`src/lsms_pkg.sv`:
```
// ----------------------------------------------------------------------------
// lsms_pkg
// Types, constants and helpers for the lidar sector minimum steering core.
// ----------------------------------------------------------------------------
package lsms_pkg;

    localparam int RANGE_BITS   = 16;
    localparam int RANGE_IN_W   = 16;
    localparam int AVOID_W      = 16;
    localparam int CMP_W        = (RANGE_BITS > AVOID_W) ? RANGE_BITS : AVOID_W;
    localparam int START_W      = 18;
    localparam int STEP_W       = 12;
    localparam int CFG_W        = 18;
    localparam int CFG_IDX_W    = 2;
    localparam int ACC_W        = 24;
    localparam int NUM_SECTORS  = 12;
    localparam int SECT_W       = 4;
    localparam int SECTOR_SPAN  = 7680;
    localparam int FULL_TURN    = 92160;
    localparam int INF_RANGE_MM = 8000;
    localparam int FIRST_CHECK  = 5;
    localparam int MIDDLE_SECT  = 8;
    localparam int LAST_CHECK   = 11;
    localparam int DRIVE_STEP   = 10;
    localparam int DRIVE_W      = 8;
    localparam int DIST_W       = 2;
    localparam int ACC_MAX      = (1 << (ACC_W - 1)) - 1;

    localparam logic [RANGE_BITS-1:0] RANGE_MAX     = {RANGE_BITS{1'b1}};
    localparam logic [START_W-1:0]    START_RESET   = START_W'(-46080);
    localparam logic [STEP_W-1:0]     STEP_RESET    = STEP_W'(256);
    localparam logic [AVOID_W-1:0]    AVOID_RESET   = AVOID_W'(500);
    localparam logic [DRIVE_W-1:0]    BLOCKED_DRIVE = DRIVE_W'(-50);

    typedef enum logic [CFG_IDX_W-1:0] {
        CFG_START_ANGLE = 2'd0,
        CFG_ANGLE_STEP  = 2'd1,
        CFG_AVOID_MM    = 2'd2
    } t_cfg_idx;

    typedef enum logic [1:0] {
        ST_IDLE,
        ST_UPD,
        ST_WALK,
        ST_FIN
    } t_state;

    typedef struct packed {
        logic wr_start;
        logic wr_step;
        logic reload;
        logic advance;
    } t_acc_ctl;

    typedef struct packed {
        logic              in_range;
        logic [SECT_W-1:0] sector;
    } t_sector_info;

    function automatic logic [DRIVE_W-1:0] left_drive(input logic [SECT_W-1:0] sec);
        logic [DRIVE_W-1:0] q;
        q = DRIVE_W'(sec) - DRIVE_W'(FIRST_CHECK);
        return DRIVE_W'((q + DRIVE_W'(1)) * DRIVE_W'(DRIVE_STEP));
    endfunction

    function automatic logic [DRIVE_W-1:0] right_drive(input logic [SECT_W-1:0] sec);
        logic [DRIVE_W-1:0] q;
        q = DRIVE_W'(sec) - DRIVE_W'(FIRST_CHECK);
        return DRIVE_W'((DRIVE_W'(NUM_SECTORS / 2 + 1) - q) * DRIVE_W'(DRIVE_STEP));
    endfunction

endpackage

```
`src/lsms_ram.sv`:
```
// ----------------------------------------------------------------------------
// lsms_ram
// Generic single-port-write, single-port-read RAM with registered read.
// ----------------------------------------------------------------------------
module lsms_ram #(
    parameter int WIDTH = 16,
    parameter int DEPTH = 12
) (
    input  logic                     i_clk,
    input  logic                     i_we,
    input  logic [$clog2(DEPTH)-1:0] i_waddr,
    input  logic [WIDTH-1:0]         i_wdata,
    input  logic [$clog2(DEPTH)-1:0] i_raddr,
    output logic [WIDTH-1:0]         o_rdata
);

    logic [WIDTH-1:0] r_mem [DEPTH];
    logic [WIDTH-1:0] r_rdata;

    always_ff @(posedge i_clk) begin
        if (i_we) begin
            r_mem[i_waddr] <= i_wdata;
        end
        r_rdata <= r_mem[i_raddr];
    end

    assign o_rdata = r_rdata;

endmodule

```
`src/lsms_angle.sv`:
```
// ----------------------------------------------------------------------------
// lsms_angle
// Angle accumulator, start/step registers and sector mapping.
// ----------------------------------------------------------------------------
module lsms_angle (
    input  logic                          i_clk,
    input  logic                          i_rst_n,
    input  lsms_pkg::t_acc_ctl            i_ctl,
    input  logic [lsms_pkg::CFG_W-1:0]    i_cfg_data,
    output lsms_pkg::t_sector_info        o_info
);
    import lsms_pkg::*;

    logic signed [START_W-1:0] r_start;
    logic        [STEP_W-1:0]  r_step;
    logic signed [ACC_W-1:0]   r_acc;
    logic signed [ACC_W-1:0]   n_acc;
    logic signed [ACC_W:0]     n_sum;
    logic signed [ACC_W:0]     deg;
    logic        [SECT_W-1:0]  cnt;
    int                        k;

    localparam logic signed [ACC_W:0] ACC_MAX_X   = (ACC_W+1)'(ACC_MAX);
    localparam logic signed [ACC_W:0] FULL_TURN_X = (ACC_W+1)'(FULL_TURN);

    always_comb begin
        n_sum = $signed({r_acc[ACC_W-1], r_acc})
              + $signed({{(ACC_W+1-STEP_W){1'b0}}, r_step});
        n_acc = (n_sum > ACC_MAX_X) ? ACC_W'(ACC_MAX) : n_sum[ACC_W-1:0];

        deg = $signed({r_acc[ACC_W-1], r_acc});
        if (r_acc[ACC_W-1]) begin
            deg = deg + FULL_TURN_X;
        end

        cnt = '0;
        for (k = 1; k < NUM_SECTORS; k++) begin
            cnt = cnt + SECT_W'(deg >= $signed((ACC_W+1)'(k * SECTOR_SPAN)));
        end

        o_info.in_range = !deg[ACC_W] && (deg < FULL_TURN_X);
        o_info.sector   = cnt;
    end

    always_ff @(posedge i_clk) begin
        if (!i_rst_n) begin
            r_start <= START_RESET;
            r_step  <= STEP_RESET;
            r_acc   <= ACC_W'($signed(START_RESET));
        end else begin
            if (i_ctl.wr_step) begin
                r_step <= i_cfg_data[STEP_W-1:0];
            end
            if (i_ctl.wr_start) begin
                r_start <= i_cfg_data[START_W-1:0];
                r_acc   <= ACC_W'($signed(i_cfg_data[START_W-1:0]));
            end else if (i_ctl.reload) begin
                r_acc   <= ACC_W'(r_start);
            end else if (i_ctl.advance) begin
                r_acc   <= n_acc;
            end
        end
    end

endmodule

```
`src/lidar_sector_min_steering_core.sv`:
```
// ----------------------------------------------------------------------------
// lidar_sector_min_steering_core
// Per-sector minimum range tracking with scan-end steering decision.
// ----------------------------------------------------------------------------
// Use:
//   Samples enter on i_start while o_busy is low (one beat per accept edge).
//   Configuration writes go on i_cfg_valid/i_cfg_index/i_cfg_data; o_cfg_ready
//   is always high. The user must make writes while the core is idle; the
//   core does not enforce it. Each sample reads its sector minimum from the
//   sector RAM and writes back the new minimum; the core takes no new sample
//   until that read-modify-write is done.
//   On a last-of-scan sample the core then reads sectors 5..11 one per cycle
//   and publishes the decision: o_done pulses for one cycle with o_found,
//   o_chosen_sector and the drive values, when the core is idle again after
//   its update, walk and final states, all busy. It takes the next sample in
//   the cycle of the o_done beat. Results cannot be stalled.
//   Reset restores register defaults, reloads the angle and marks every
//   sector empty at once through per-sector valid bits (no clearing pass).
// ----------------------------------------------------------------------------
module lidar_sector_min_steering_core (
    input  logic                                  i_clk,
    input  logic                                  i_rst_n,
    input  logic                                  i_start,
    output logic                                  o_busy,
    input  logic [lsms_pkg::RANGE_IN_W-1:0]       i_range_mm,
    input  logic                                  i_range_inf,
    input  logic                                  i_last_of_scan,
    input  logic                                  i_cfg_valid,
    output logic                                  o_cfg_ready,
    input  logic [lsms_pkg::CFG_IDX_W-1:0]        i_cfg_index,
    input  logic [lsms_pkg::CFG_W-1:0]            i_cfg_data,
    output logic                                  o_done,
    output logic                                  o_found,
    output logic [lsms_pkg::SECT_W-1:0]           o_chosen_sector,
    output logic signed [lsms_pkg::DRIVE_W-1:0]   o_left_drive,
    output logic signed [lsms_pkg::DRIVE_W-1:0]   o_right_drive
);
    import lsms_pkg::*;

    t_state              r_state, n_state;
    t_acc_ctl            acc_ctl;
    t_sector_info        info;

    logic [RANGE_BITS-1:0]  r_range;
    logic                   r_last;
    logic                   r_hit;
    logic [SECT_W-1:0]      r_sector;
    logic [SECT_W-1:0]      r_idx;
    logic                   r_chk_en;
    logic [SECT_W-1:0]      r_chk_idx;
    logic                   r_best_vld, n_best_vld;
    logic [DIST_W-1:0]      r_best_dist, n_best_dist;
    logic [SECT_W-1:0]      r_best_idx, n_best_idx;
    logic [NUM_SECTORS-1:0] r_valid;
    logic [AVOID_W-1:0]     r_avoid;
    logic                   r_done;
    logic                   r_found;
    logic [SECT_W-1:0]      r_chosen;
    logic [DRIVE_W-1:0]     r_left;
    logic [DRIVE_W-1:0]     r_right;

    logic                   accept;
    logic                   cfg_wr;
    logic [CMP_W-1:0]       in_range_w;
    logic [RANGE_BITS-1:0]  in_range_sat;
    logic [SECT_W-1:0]      ram_raddr;
    logic [RANGE_BITS-1:0]  ram_rdata;
    logic [RANGE_BITS-1:0]  cur_min;
    logic                   ram_we;
    logic [RANGE_BITS-1:0]  ram_wdata;
    logic                   open;
    logic [SECT_W-1:0]      dist_full;
    logic                   improve;

    assign accept      = i_start && (r_state == ST_IDLE);
    assign cfg_wr      = i_cfg_valid;
    assign o_cfg_ready = 1'b1;
    assign o_busy      = (r_state != ST_IDLE);

    always_comb begin
        acc_ctl          = '0;
        acc_ctl.advance  = accept;
        acc_ctl.reload   = (r_state == ST_FIN);
        if (cfg_wr) begin
            unique case (t_cfg_idx'(i_cfg_index))
                CFG_START_ANGLE: acc_ctl.wr_start = 1'b1;
                CFG_ANGLE_STEP:  acc_ctl.wr_step  = 1'b1;
                default: ;
            endcase
        end
    end

    lsms_angle u_angle (
        .i_clk      (i_clk),
        .i_rst_n    (i_rst_n),
        .i_ctl      (acc_ctl),
        .i_cfg_data (i_cfg_data),
        .o_info     (info)
    );

    lsms_ram #(
        .WIDTH (RANGE_BITS),
        .DEPTH (NUM_SECTORS)
    ) u_ram (
        .i_clk   (i_clk),
        .i_we    (ram_we),
        .i_waddr (r_sector),
        .i_wdata (ram_wdata),
        .i_raddr (ram_raddr),
        .o_rdata (ram_rdata)
    );

    always_comb begin
        in_range_w   = i_range_inf ? CMP_W'(INF_RANGE_MM) : CMP_W'(i_range_mm);
        in_range_sat = (in_range_w > CMP_W'(RANGE_MAX)) ? RANGE_MAX
                                                        : in_range_w[RANGE_BITS-1:0];
    end

    // empty sectors read as all ones
    always_comb begin
        ram_raddr = (r_state == ST_WALK) ? r_idx : info.sector;
        cur_min   = r_valid[(r_state == ST_UPD) ? r_sector : r_chk_idx] ? ram_rdata
                                                                         : RANGE_MAX;
        ram_we    = (r_state == ST_UPD) && r_hit;
        ram_wdata = (r_range < cur_min) ? r_range : cur_min;
    end

    // nearest open sector to the middle, lower index wins a tie
    always_comb begin
        open      = CMP_W'(cur_min) >= CMP_W'(r_avoid);
        dist_full = (r_chk_idx >= SECT_W'(MIDDLE_SECT)) ? r_chk_idx - SECT_W'(MIDDLE_SECT)
                                                        : SECT_W'(MIDDLE_SECT) - r_chk_idx;
        improve   = r_chk_en && open
                 && (!r_best_vld || (dist_full[DIST_W-1:0] < r_best_dist));
        n_best_vld  = r_best_vld || improve;
        n_best_dist = improve ? dist_full[DIST_W-1:0] : r_best_dist;
        n_best_idx  = improve ? r_chk_idx : r_best_idx;
    end

    always_comb begin
        n_state = r_state;
        unique case (r_state)
            ST_IDLE: if (accept) begin
                n_state = ST_UPD;
            end
            ST_UPD:  n_state = r_last ? ST_WALK : ST_IDLE;
            ST_WALK: if (r_idx == SECT_W'(LAST_CHECK)) begin
                n_state = ST_FIN;
            end
            ST_FIN:  n_state = ST_IDLE;
            default: n_state = ST_IDLE;
        endcase
    end

    always_ff @(posedge i_clk) begin
        if (!i_rst_n) begin
            r_state    <= ST_IDLE;
            r_valid    <= '0;
            r_avoid    <= AVOID_RESET;
            r_chk_en   <= 1'b0;
            r_best_vld <= 1'b0;
            r_done     <= 1'b0;
        end else begin
            r_state <= n_state;
            r_done  <= (r_state == ST_FIN);
            if (cfg_wr && (t_cfg_idx'(i_cfg_index) == CFG_AVOID_MM)) begin
                r_avoid <= i_cfg_data[AVOID_W-1:0];
            end
            if (ram_we) begin
                r_valid[r_sector] <= 1'b1;
            end
            r_chk_en <= (r_state == ST_WALK);
            unique case (r_state)
                ST_UPD: begin
                    r_best_vld <= 1'b0;
                end
                ST_WALK: begin
                    r_best_vld <= n_best_vld;
                end
                ST_FIN: begin
                    r_valid <= '0;
                end
                default: ;
            endcase
        end
    end

    always_ff @(posedge i_clk) begin
        if (accept) begin
            r_range  <= in_range_sat;
            r_last   <= i_last_of_scan;
            r_hit    <= info.in_range;
            r_sector <= info.sector;
        end
        if (r_state == ST_UPD) begin
            r_idx <= SECT_W'(FIRST_CHECK);
        end else if (r_state == ST_WALK) begin
            r_idx <= r_idx + SECT_W'(1);
        end
        r_chk_idx   <= r_idx;
        r_best_dist <= n_best_dist;
        r_best_idx  <= n_best_idx;
        if (r_state == ST_FIN) begin
            r_found  <= n_best_vld;
            r_chosen <= n_best_vld ? n_best_idx : '0;
            r_left   <= n_best_vld ? left_drive(n_best_idx)  : BLOCKED_DRIVE;
            r_right  <= n_best_vld ? right_drive(n_best_idx) : BLOCKED_DRIVE;
        end
    end

    assign o_done          = r_done;
    assign o_found         = r_found;
    assign o_chosen_sector = r_chosen;
    assign o_left_drive    = r_left;
    assign o_right_drive   = r_right;

endmodule

```
`config.mk`:
```
export PLATFORM = sky130hd
export DESIGN_NAME = lidar_sector_min_steering_core
export DESIGN_NICKNAME = d
export VERILOG_FILES = /design/src/lsms_pkg.sv /design/src/lsms_ram.sv /design/src/lsms_angle.sv /design/src/lidar_sector_min_steering_core.sv
export SDC_FILE = /design/constraint.sdc
export NUM_CORES = 1
export LEC_CHECK = 0
export BUFFER_PORTS_ARGS = -buffer_cell sky130_fd_sc_hd__buf_4
export CAP_MARGIN = 20
export CELL_PAD_IN_SITES_DETAIL_PLACEMENT = 0
export CELL_PAD_IN_SITES_GLOBAL_PLACEMENT = 1
export CORE_MARGIN = 2
export CORE_UTILIZATION = 40
export CTS_CLUSTER_SIZE = 14
export DETAILED_ROUTE_END_ITERATION = 10
export PLACE_DENSITY_LB_ADDON = 0.08
export SETUP_SLACK_MARGIN = 0.3
export SKIP_LAST_GASP = 1
export SYNTH_ARGS = -nofsm -noshare
export SYNTH_HDL_FRONTEND = slang
export SYNTH_SLANG_ARGS = --single-unit
export TNS_END_PERCENT = 30
```
`constraint.sdc`:
```
create_clock -name i_clk -period 13.2 [get_ports i_clk]
set_input_delay 2.64 -clock i_clk [delete_from_list [all_inputs] [get_ports i_clk]]
set_output_delay 2.64 -clock i_clk [all_outputs]
set_load 0.02 [all_outputs]
```
==> flow_summary.json, run 1 <==
{
  "num_antenna_cells": 0,
  "via_count": 10500,
  "synthXorXnorAreaFrac_pct": 1.44,
  "crit_path_end_kind": "flop",
  "async_flop_share_pct": 0,
  "drive_gt1_share_pct": 18.5,
  "wl_per_cell_um": 21.0,
  "cts_made_buffers": 41,
  "htreeDepth": 2,
  "crit_top_cell": "ha_1",
  "critical_path.max_fanout": 16,
  "cts_resized": 0,
  "outcome": "completed",
  "fin_crit_ns": 7.29,
  "cap_viol_max_count": 0,
  "max_freq_mhz": 137,
  "holdWs_ns": 0.428,
  "start_kind": "flop",
  "dieArea_mm2": 0.0426,
  "crit_chain": "inv_1 > ha_1 > mux2i_1 > mux2i_1 > nor2_1 > or3_1 > or2_2 > ha_1 > and4_1 > nor4b_1 > o2111ai_1 > o211ai_1 > buf_4 > mux2i_1 > xor2_1 > ha_1 > or2_2 > a31o_2 > ha_1 > ha_1 > a21oi_1 > xor2_1 > nand2_1",
  "clk_pin_slew_ns": 0.06,
  "hold_viol_final": 0,
  "tightest_slew_ns": 0.989,
  "synth_top_family_by_area": "compound AO/OA/AOI/OAI gates",
  "setup_violations": 0,
  "max_stage_delay_ns": 0.63,
  "slew_violations": 0,
  "n_fill_cell": 3678,
  "antenna_left": 0,
  "syn_to_final_growth_pct": 15.1,
  "synth_area_leaders": "edfxtp_1 43%, dfxtp_1 14%, mux4_2 6.6%",
  "placed_cells": 1869,
  "synth_cell_types": 69,
  "yosys.area.top_type": "edfxtp_1",
  "yosysTopAreaCellShare_pct": 42.8,
  "antenna_found_initial": 1,
  "crit_end": "o_left_drive[7]",
  "tns_ns": 0,
  "synth-edff-count": 234,
  "clkSinkCount": 349,
  "dr.first_iter.drc_count": 643,
  "cp-startpoint": "r_state[1]",
  "required_ns": 13.50,
  "cp.depth": 23,
  "rsz0062_at_grt": "false",
  "fin_nets": 1503,
  "final_cell_count_no_fill": 1945,
  "finalCritPeriodShare_pct": 55.3,
  "core_area_mm2": 0.0406,
  "avgViaCountPerCell": 5.39,
  "synth_seq_area_share_pct": 56.9,
  "holdBufCountCts": 0,
  "cp_slowest_cell": "or3_1",
  "r2r_start": "r_state[1]",
  "io_buffers": 62,
  "whs_path_depth": 0,
  "slew_headroom_pct": 33.7,
  "rr_endpoint": "o_left_drive[7]",
  "synthAdderAreaFrac_pct": 6.64,
  "ioPinCount": 66,
  "synth_mux_area_share_pct": 10.7,
  "yosysWarnings": 0,
  "reg2reg_slack_ns": 5.91,
  "syn_inst": 1313,
  "hold_class": "reg -> reg",
  "ys_seq_elements": 349,
  "clk_latency_ns": 0.58,
  "reg2reg_depth": 23,
  "cts_setup_buffers": 0,
  "crit_arrival_ns": 7.60,
  "firstDrtPassIters": 5,
  "cts_root_buffer": "clkbuf_16",
  "synth-simple-area-share_pct": 9.85,
  "synth_compound_area_share_pct": 11.3,
  "crit_buf_inv": 2,
  "initial_core_util_pct": 40.3,
  "avgSynthCellArea_um2": 12.5,
  "grt_pass1_vias": 10200,
  "cts_buffer_depth": 3,
  "grt_pass1_wl_um": 62800,
  "grt_max_degree": 69,
  "finClkSkew_ns": 0.0188,
  "cts_tree": "yes",
  "grt_overflow": 0,
  "synth_area_mm2": 0.0164,
  "wl_um": 40900,
  "rows": 74,
  "dp_hpwl_um": 26500,
  "ys.flop_type": "edfxtp_1",
  "crit_family": "simple AND/OR/NAND/NOR gates",
  "grtUsageTotal_pct": 19.8,
  "path_class": "reg -> reg",
  "gp_congestion": 0.767,
  "drc": 0,
  "die_w_um": 206,
  "die_h_um": 206
}
worst min-delay path by stage:
stage,endpoint,startpoint
after global placement,r_chk_idx[2],r_idx[2]
after CTS,r_chk_idx[2],r_idx[2]
after global routing,r_chk_idx[3],r_idx[3]
after floorplan,r_chk_idx[3],r_idx[3]
final,r_chk_idx[2],r_idx[2]
after detailed placement,r_chk_idx[2],r_idx[2]
worst register-to-register path, cell delays in order (launching register included):
cell       delay, ns
dfxtp_1         0.32
inv_1           0.13
ha_1            0.58
mux2i_1         0.54
mux2i_1         0.25
nor2_1          0.07
or3_1           0.63
or2_2           0.44
ha_1            0.31
and4_1          0.22
nor4b_1         0.53
o2111ai_1       0.21
o211ai_1        0.13
buf_4           0.27
mux2i_1         0.46
xor2_1          0.21
ha_1            0.28
or2_2           0.30
a31o_2          0.20
ha_1            0.27
ha_1            0.32
a21oi_1         0.16
xor2_1          0.15
nand2_1         0.06
per-layer routing:
metal	up-vias	global-route usage [%]	part of all wire [%]
met2	225	29.6	44
met4	0	4.74	1.7
met1	5201	29.9	49
li1	5011	-	-
met3	48	3.42	4.7
met5	-	0	0
registers in the layout (all words and copies together) (netlist names), 4 cells and up:
name             cells
u_angle.r_start     18
r_idx                4
r_best_idx           4
r_valid             12
u_ram.o_rdata       16
u_ram.r_mem        192
o_right_drive        6
r_sector             4
r_chk_idx            4
o_chosen_sector      4
o_left_drive         7
u_angle.r_acc       24
r_range             16
u_angle.r_step      12
r_avoid             16
cell usage after synthesis (16+ instances only):
cell and number:
edfxtp_1 234, a21o_1 18, xor2_1 16, clkbuf_1 48, a21oi_1 87, mux2i_1 36
o21ai_0 49, a31oi_1 18, dfxtp_1 115, o211ai_1 16, nor2b_1 17, nand2_1 131
inv_1 60, or2_2 22, mux4_2 48, nor2_1 73, o21a_1 17, ha_1 71
a21boi_0 35
cells in the final DEF, fill, tap and decap left out, types with 6 or more instances in the layout:
master       n
a21boi_0    35
a21o_1      18
a21oi_1     87
a31oi_1     18
and2_1       9
and3_1       9
buf_4       85
clkbuf_1     7
clkbuf_16   41
clkinv_1     6
clkinv_2    10
dfxtp_1    115
edfxtp_1   234
fa_1        10
ha_1        70
inv_1       60
mux2_2       8
mux2_4      10
mux2i_1     32
mux4_2      48
nand2_1    131
nand2b_1    10
nand3_1     13
nand4_1     10
nor2_1      69
nor2b_1     17
nor3_1       7
o211ai_1    16
o21a_1      17
o21ai_0     49
o21bai_1     6
o31ai_1      6
or2_2       22
or3_1        6
xnor2_1     11
xor2_1      16
per-stage QoR:
step | instance area (µm²) | utilization (%) | worst slack, ns
final | 18900 | 46.4 | 5.91
after global routing | 18900 | 46.4 | 5.46
after CTS | 18900 | 46.4 | 5.91
after detailed placement | 17500 | 43.1 | 5.92
after global placement | 17500 | 43.1 | 5.96
after floorplan | 16400 | - | 7.14
logic make-up (layout without fill, tap and decap cells):
| kind of cell | Yosys count | count (layout) |
|---|---|---|
| AO/OA/AOI/OAI | 288 | 288 |
| buffers and inverters | 123 | 222 |
| flip-flops | 349 | 349 |
| AND/OR/NAND/NOR | 338 | 338 |
| other | 2 | 3 |
| XOR/XNOR | 27 | 27 |
| multiplexers | 105 | 105 |
| adder cells (fa/ha/maj) | 81 | 81 |
area by class of cell:
type,instances,area [µm²],share of cell area (%)
sequential,349,9330,49.4
multi-input combinational,842,6640,35.2
clock buffer,53,1120,5.94
tap,532,666,3.53
timing repair buffer,85,638,3.38
clock inverter,23,241,1.28
inverter,61,229,1.21
Power of run 1 is left out: the tool's default activity adds up to more than one toggle a clock period on the data nets, which glitch-free logic cannot reach.
==> run 2, diff against run 1 <==
==> constraint.sdc (replaced) <==
create_clock -name i_clk -period 7.17 [get_ports i_clk]
set_input_delay 1.434 -clock i_clk [delete_from_list [all_inputs] [get_ports i_clk]]
set_output_delay 1.434 -clock i_clk [all_outputs]
set_load 0.02 [all_outputs]
==> flow_summary.json, run 2 (synthesis results as in run 1) <==
{
  "io_buffers": 62,
  "wl_met2_um": 18500,
  "outcome": "completed",
  "dr.first_iter.drc_count": 598,
  "fin_nets": 1506,
  "wl_met3_um": 1650,
  "tightest_slew_ns": 1.19,
  "grt_max_degree": 69,
  "via_count": 10400,
  "gp_congestion": 0.793,
  "crit_top_cell": "ha_1",
  "ioPinCount": 66,
  "crit_family": "compound AO/OA/AOI/OAI gates",
  "cts_buffer_depth": 3,
  "critical_path.max_fanout": 15,
  "slew_violations": 0,
  "antenna_found_initial": 2,
  "finalCritPeriodShare_pct": 88.9,
  "top_layer": "met5",
  "cts_root_buffer": "clkbuf_16",
  "fin_util_pct": 46.6,
  "start_kind": "flop",
  "rows": 74,
  "cap_viol_max_count": 0,
  "fin_crit_ns": 6.37,
  "path_class": "reg -> reg",
  "crit_buf_inv": 2,
  "clk_pin_slew_ns": 0.06,
  "crit_chain": "inv_1 > ha_2 > mux2i_4 > mux4_1 > a21oi_1 > or3_4 > or2_2 > ha_1 > a21o_1 > a21o_1 > a221oi_1 > o211ai_1 > buf_4 > mux2i_1 > xor2_1 > ha_1 > or2_2 > a31o_2 > ha_1 > ha_1 > a21oi_1 > xor2_1 > nand2_1",
  "largest_reg_flops": 192,
  "met1_length_um": 19500,
  "drive_gt1_share_pct": 19.0,
  "tns_ns": 0,
  "grt_overflow": 0,
  "slew_headroom_pct": 20.8,
  "cp_slowest_cell": "mux4_1",
  "mostFrequentLayoutCells": "234 x edfxtp_1, 131 x nand2_1, 115 x dfxtp_1",
  "finClkSkew_ns": 0.0245,
  "max_freq_mhz": 157,
  "dpl_cell_area_mm2": 0.0176,
  "cts_made_buffers": 39,
  "max_stage_delay_ns": 0.59,
  "dp_hpwl_um": 26900,
  "largest_register": "u_ram.r_mem",
  "grt_pass1_wl_um": 61800,
  "crit_arrival_ns": 6.66,
  "dieArea_mm2": 0.0426,
  "rsz0062_at_grt": "false",
  "hold_class": "reg -> reg",
  "die_w_um": 206,
  "grtUsageTotal_pct": 19.5,
  "drc": 0,
  "clk_latency_ns": 0.57,
  "grt_pass1_vias": 10300,
  "avgViaCountPerCell": 5.35,
  "required_ns": 7.46,
  "core_area_mm2": 0.0406,
  "mostFrequentLayoutCell": "edfxtp_1",
  "crit_path_end_kind": "flop",
  "syn_to_final_growth_pct": 15.6,
  "largestRegisters": "u_ram.r_mem x192, u_angle.r_acc x24, u_angle.r_start x18",
  "postLayoutCellArea_mm2": 0.0190,
  "antenna_left": 0,
  "initial_core_util_pct": 40.3,
  "htreeDepth": 2,
  "die_h_um": 206,
  "hold_viol_final": 0,
  "num_antenna_cells": 0,
  "cts_tree": "yes",
  "wl_per_cell_um": 20.8,
  "setup_violations": 0,
  "wl_um": 40600,
  "firstDrtPassIters": 5,
  "clkSinkCount": 349
}
-- run 2: final timing paths --
path,start,end,slack (ns),cells past startpoint
worst min register to register,r_idx[2],r_chk_idx[2],0.43,0
worst max-delay path,r_state[1],o_left_drive[7],0.80,23
worst min-delay path,r_idx[2],r_chk_idx[2],0.43,0
worst max register to register,r_state[1],o_left_drive[7],0.80,23
-- run 2: layout make-up --
cell class / instances / area (µm²)
Fill cell: 3706 / 21700
Sequential cell: 349 / 9330
Multi-Input combinational cell: 842 / 6660
Clock buffer: 56 / 1130
Timing Repair Buffer: 90 / 701
Tap cell: 532 / 666
Clock inverter: 16 / 241
Inverter: 61 / 229
-- run 2: timing repair --
item,in CTS,in global routing
setup buffers,0,0
resized for setup,0,4
setup endpoints to repair,0,4
hold buffers,0,0
-- run 2: metal layers --
layer / up-vias / GRT usage [%]
met1: 5155 / 28.0
met2: 178 / 30.4
met3: 57 / 3.19
met5: - / 0
li1: 5012 / -
met4: 2 / 5.89
-- run 2: through the flow --
stage               setup WS, ns  cells  hold WS (ns)
finish                     0.799   1946         0.429
global route               0.320   1946         0.444
CTS                        0.315   1946         0.432
detailed placement         0.330   1874         0.413
global placement           0.432   1874         0.420
floorplan                   1.11   1314         0.374
Power of run 2 is left out for the same reason.
==> run 3, diff against run 2 <==
==> constraint.sdc (replaced) <==
create_clock -name i_clk -period 5.34 [get_ports i_clk]
set_input_delay 1.068 -clock i_clk [delete_from_list [all_inputs] [get_ports i_clk]]
set_output_delay 1.068 -clock i_clk [all_outputs]
set_load 0.02 [all_outputs]
==> flow_summary.json, run 3 (synthesis results as in run 1) <==
{
  "start_kind": "flop",
  "cts_root_buffer": "clkbuf_16",
  "rsz0062_at_grt": "true",
  "min_from": "r_idx[3]",
  "grt_busiest_layer": "met2",
  "core_area_mm2": 0.0406,
  "reg2reg_slack_ns": -0.20,
  "die_w_um": 206,
  "dieArea_mm2": 0.0426,
  "cp.depth": 25,
  "rows": 74,
  "ioPinCount": 66,
  "cts_tree": "yes",
  "crit_arrival_ns": 5.83,
  "crit_family": "compound AO/OA/AOI/OAI gates",
  "antenna_left": 0,
  "drc": 0,
  "syn_to_final_growth_pct": 24.2,
  "crit_path_end_kind": "flop",
  "gp_congestion": 0.817,
  "clk_pin_slew_ns": 0.06,
  "avgViaCountPerCell": 5.30,
  "violations": "negative setup slack",
  "dr.first_iter.drc_count": 570,
  "wl_per_cell_um": 20.5,
  "grtUsageTotal_pct": 20.4,
  "max_freq_mhz": 181,
  "grt_pass1_vias": 10900,
  "num_antenna_cells": 0,
  "fin_nets": 1628,
  "worst_slack_ns": -0.195,
  "holdPathEnd": "r_chk_idx[3]",
  "slew_violations": 0,
  "grt_util_met2_pct": 31.6,
  "required_ns": 5.64,
  "htreeDepth": 2,
  "grt_overflow": 0,
  "largestRegisters": "u_ram.r_mem x192, u_angle.r_acc x24, u_angle.r_start x18",
  "critical_path.max_fanout": 8,
  "outcome": "finished, violations left",
  "fin_crit_ns": 5.54,
  "firstDrtPassIters": 5,
  "whs_path_depth": 0,
  "cap_viol_max_count": 0,
  "setup_violations": 21,
  "antenna_found_initial": 0,
  "use_met3_pct": 4.16,
  "dp_hpwl_um": 27900,
  "clkSinkCount": 349,
  "crit_top_cell": "ha_4",
  "postLayoutCellArea_mm2": 0.0204,
  "cp_slowest_cell": "mux4_2",
  "initial_core_util_pct": 40.3,
  "n_fill_cell": 3588,
  "finalCritPeriodShare_pct": 104,
  "regArea_mm2": 0.00934,
  "tightest_slew_ns": 1.02,
  "hold_class": "reg -> reg",
  "hold_viol_final": 0,
  "r2r_start": "r_state[1]",
  "largest_reg_flops": 192,
  "cts_made_buffers": 40,
  "gr-usage-met1_pct": 29.2,
  "io_buffers": 62,
  "via_count": 11000,
  "crit_buf_inv": 4,
  "holdWs_ns": 0.433,
  "slew_headroom_pct": 31.3,
  "wl_um": 42500,
  "mostFrequentLayoutCell": "edfxtp_1",
  "dpl_cell_area_mm2": 0.0187,
  "finClkSkew_ns": 0.0273,
  "rr_endpoint": "o_left_drive[7]",
  "path_class": "reg -> reg",
  "cts_buffer_depth": 3,
  "grt_pass1_wl_um": 64800,
  "largest_register": "u_ram.r_mem",
  "mostFrequentLayoutCells": "234 x edfxtp_1, 186 x buf_4, 130 x nand2_1",
  "multi_input_area_mm2": 0.00701,
  "reg2reg_depth": 25,
  "drive_gt1_share_pct": 28.0,
  "die_h_um": 206,
  "max_stage_delay_ns": 0.49,
  "grt_max_degree": 69,
  "clk_latency_ns": 0.58
}
## run 3: worst max path at each step
stage | slack, ns | end | startpoint
3_3_place_gp | -0.22 | o_right_drive[7] | r_state[1]
4_1_cts | -0.21 | o_left_drive[7] | r_state[1]
6_report | -0.20 | o_left_drive[7] | r_state[1]
2_1_floorplan | -0.13 | o_left_drive[7] | r_state[1]
5_1_grt | -0.46 | o_left_drive[7] | r_state[1]
3_5_place_dp | -0.29 | o_left_drive[7] | r_state[1]
## run 3: final cells by class
class                           count  share of cell area (%)
Clock buffer                       63                    5.48
Timing Repair Buffer              210                    9.10
Multi-Input combinational cell    843                    34.4
Clock inverter                     11                   0.805
Inverter                           61                    1.12
Sequential cell                   349                    45.8
Tap cell                          532                    3.27
## run 3: per-stage QoR
| step | TNS [ns] | setup WS, ns | std cells | utilization, % |
|---|---|---|---|---|
| floorplan | -0.376 | -0.126 | 1314 | - |
| global placement | -1.60 | -0.220 | 1971 | 46.0 |
| detailed placement | -3.26 | -0.291 | 1971 | 46.0 |
| CTS | -3.28 | -0.211 | 2056 | 49.6 |
| global route | -7.66 | -0.463 | 2069 | 50.1 |
| finish | -2.22 | -0.195 | 2069 | 50.1 |
## run 3: repair_timing
item / 4_1_cts / 5_1_grt
gates resized for setup: 20 / 18
pin swaps: 28 / 22
hold buffers: 0 / 0
gates cloned: 3 / 1
setup buffers: 8 / 11
setup endpoints to repair: 24 / 206
## run 3: layer usage
| metal | share of wire [%] | up-vias |
|---|---|---|
| li1 | - | 5263 |
| met1 | 48 | 5453 |
| met2 | 45 | 194 |
| met3 | 4.6 | 62 |
| met4 | 2.2 | 0 |
| met5 | 0 | - |
Power of run 3 is left out for the same reason.
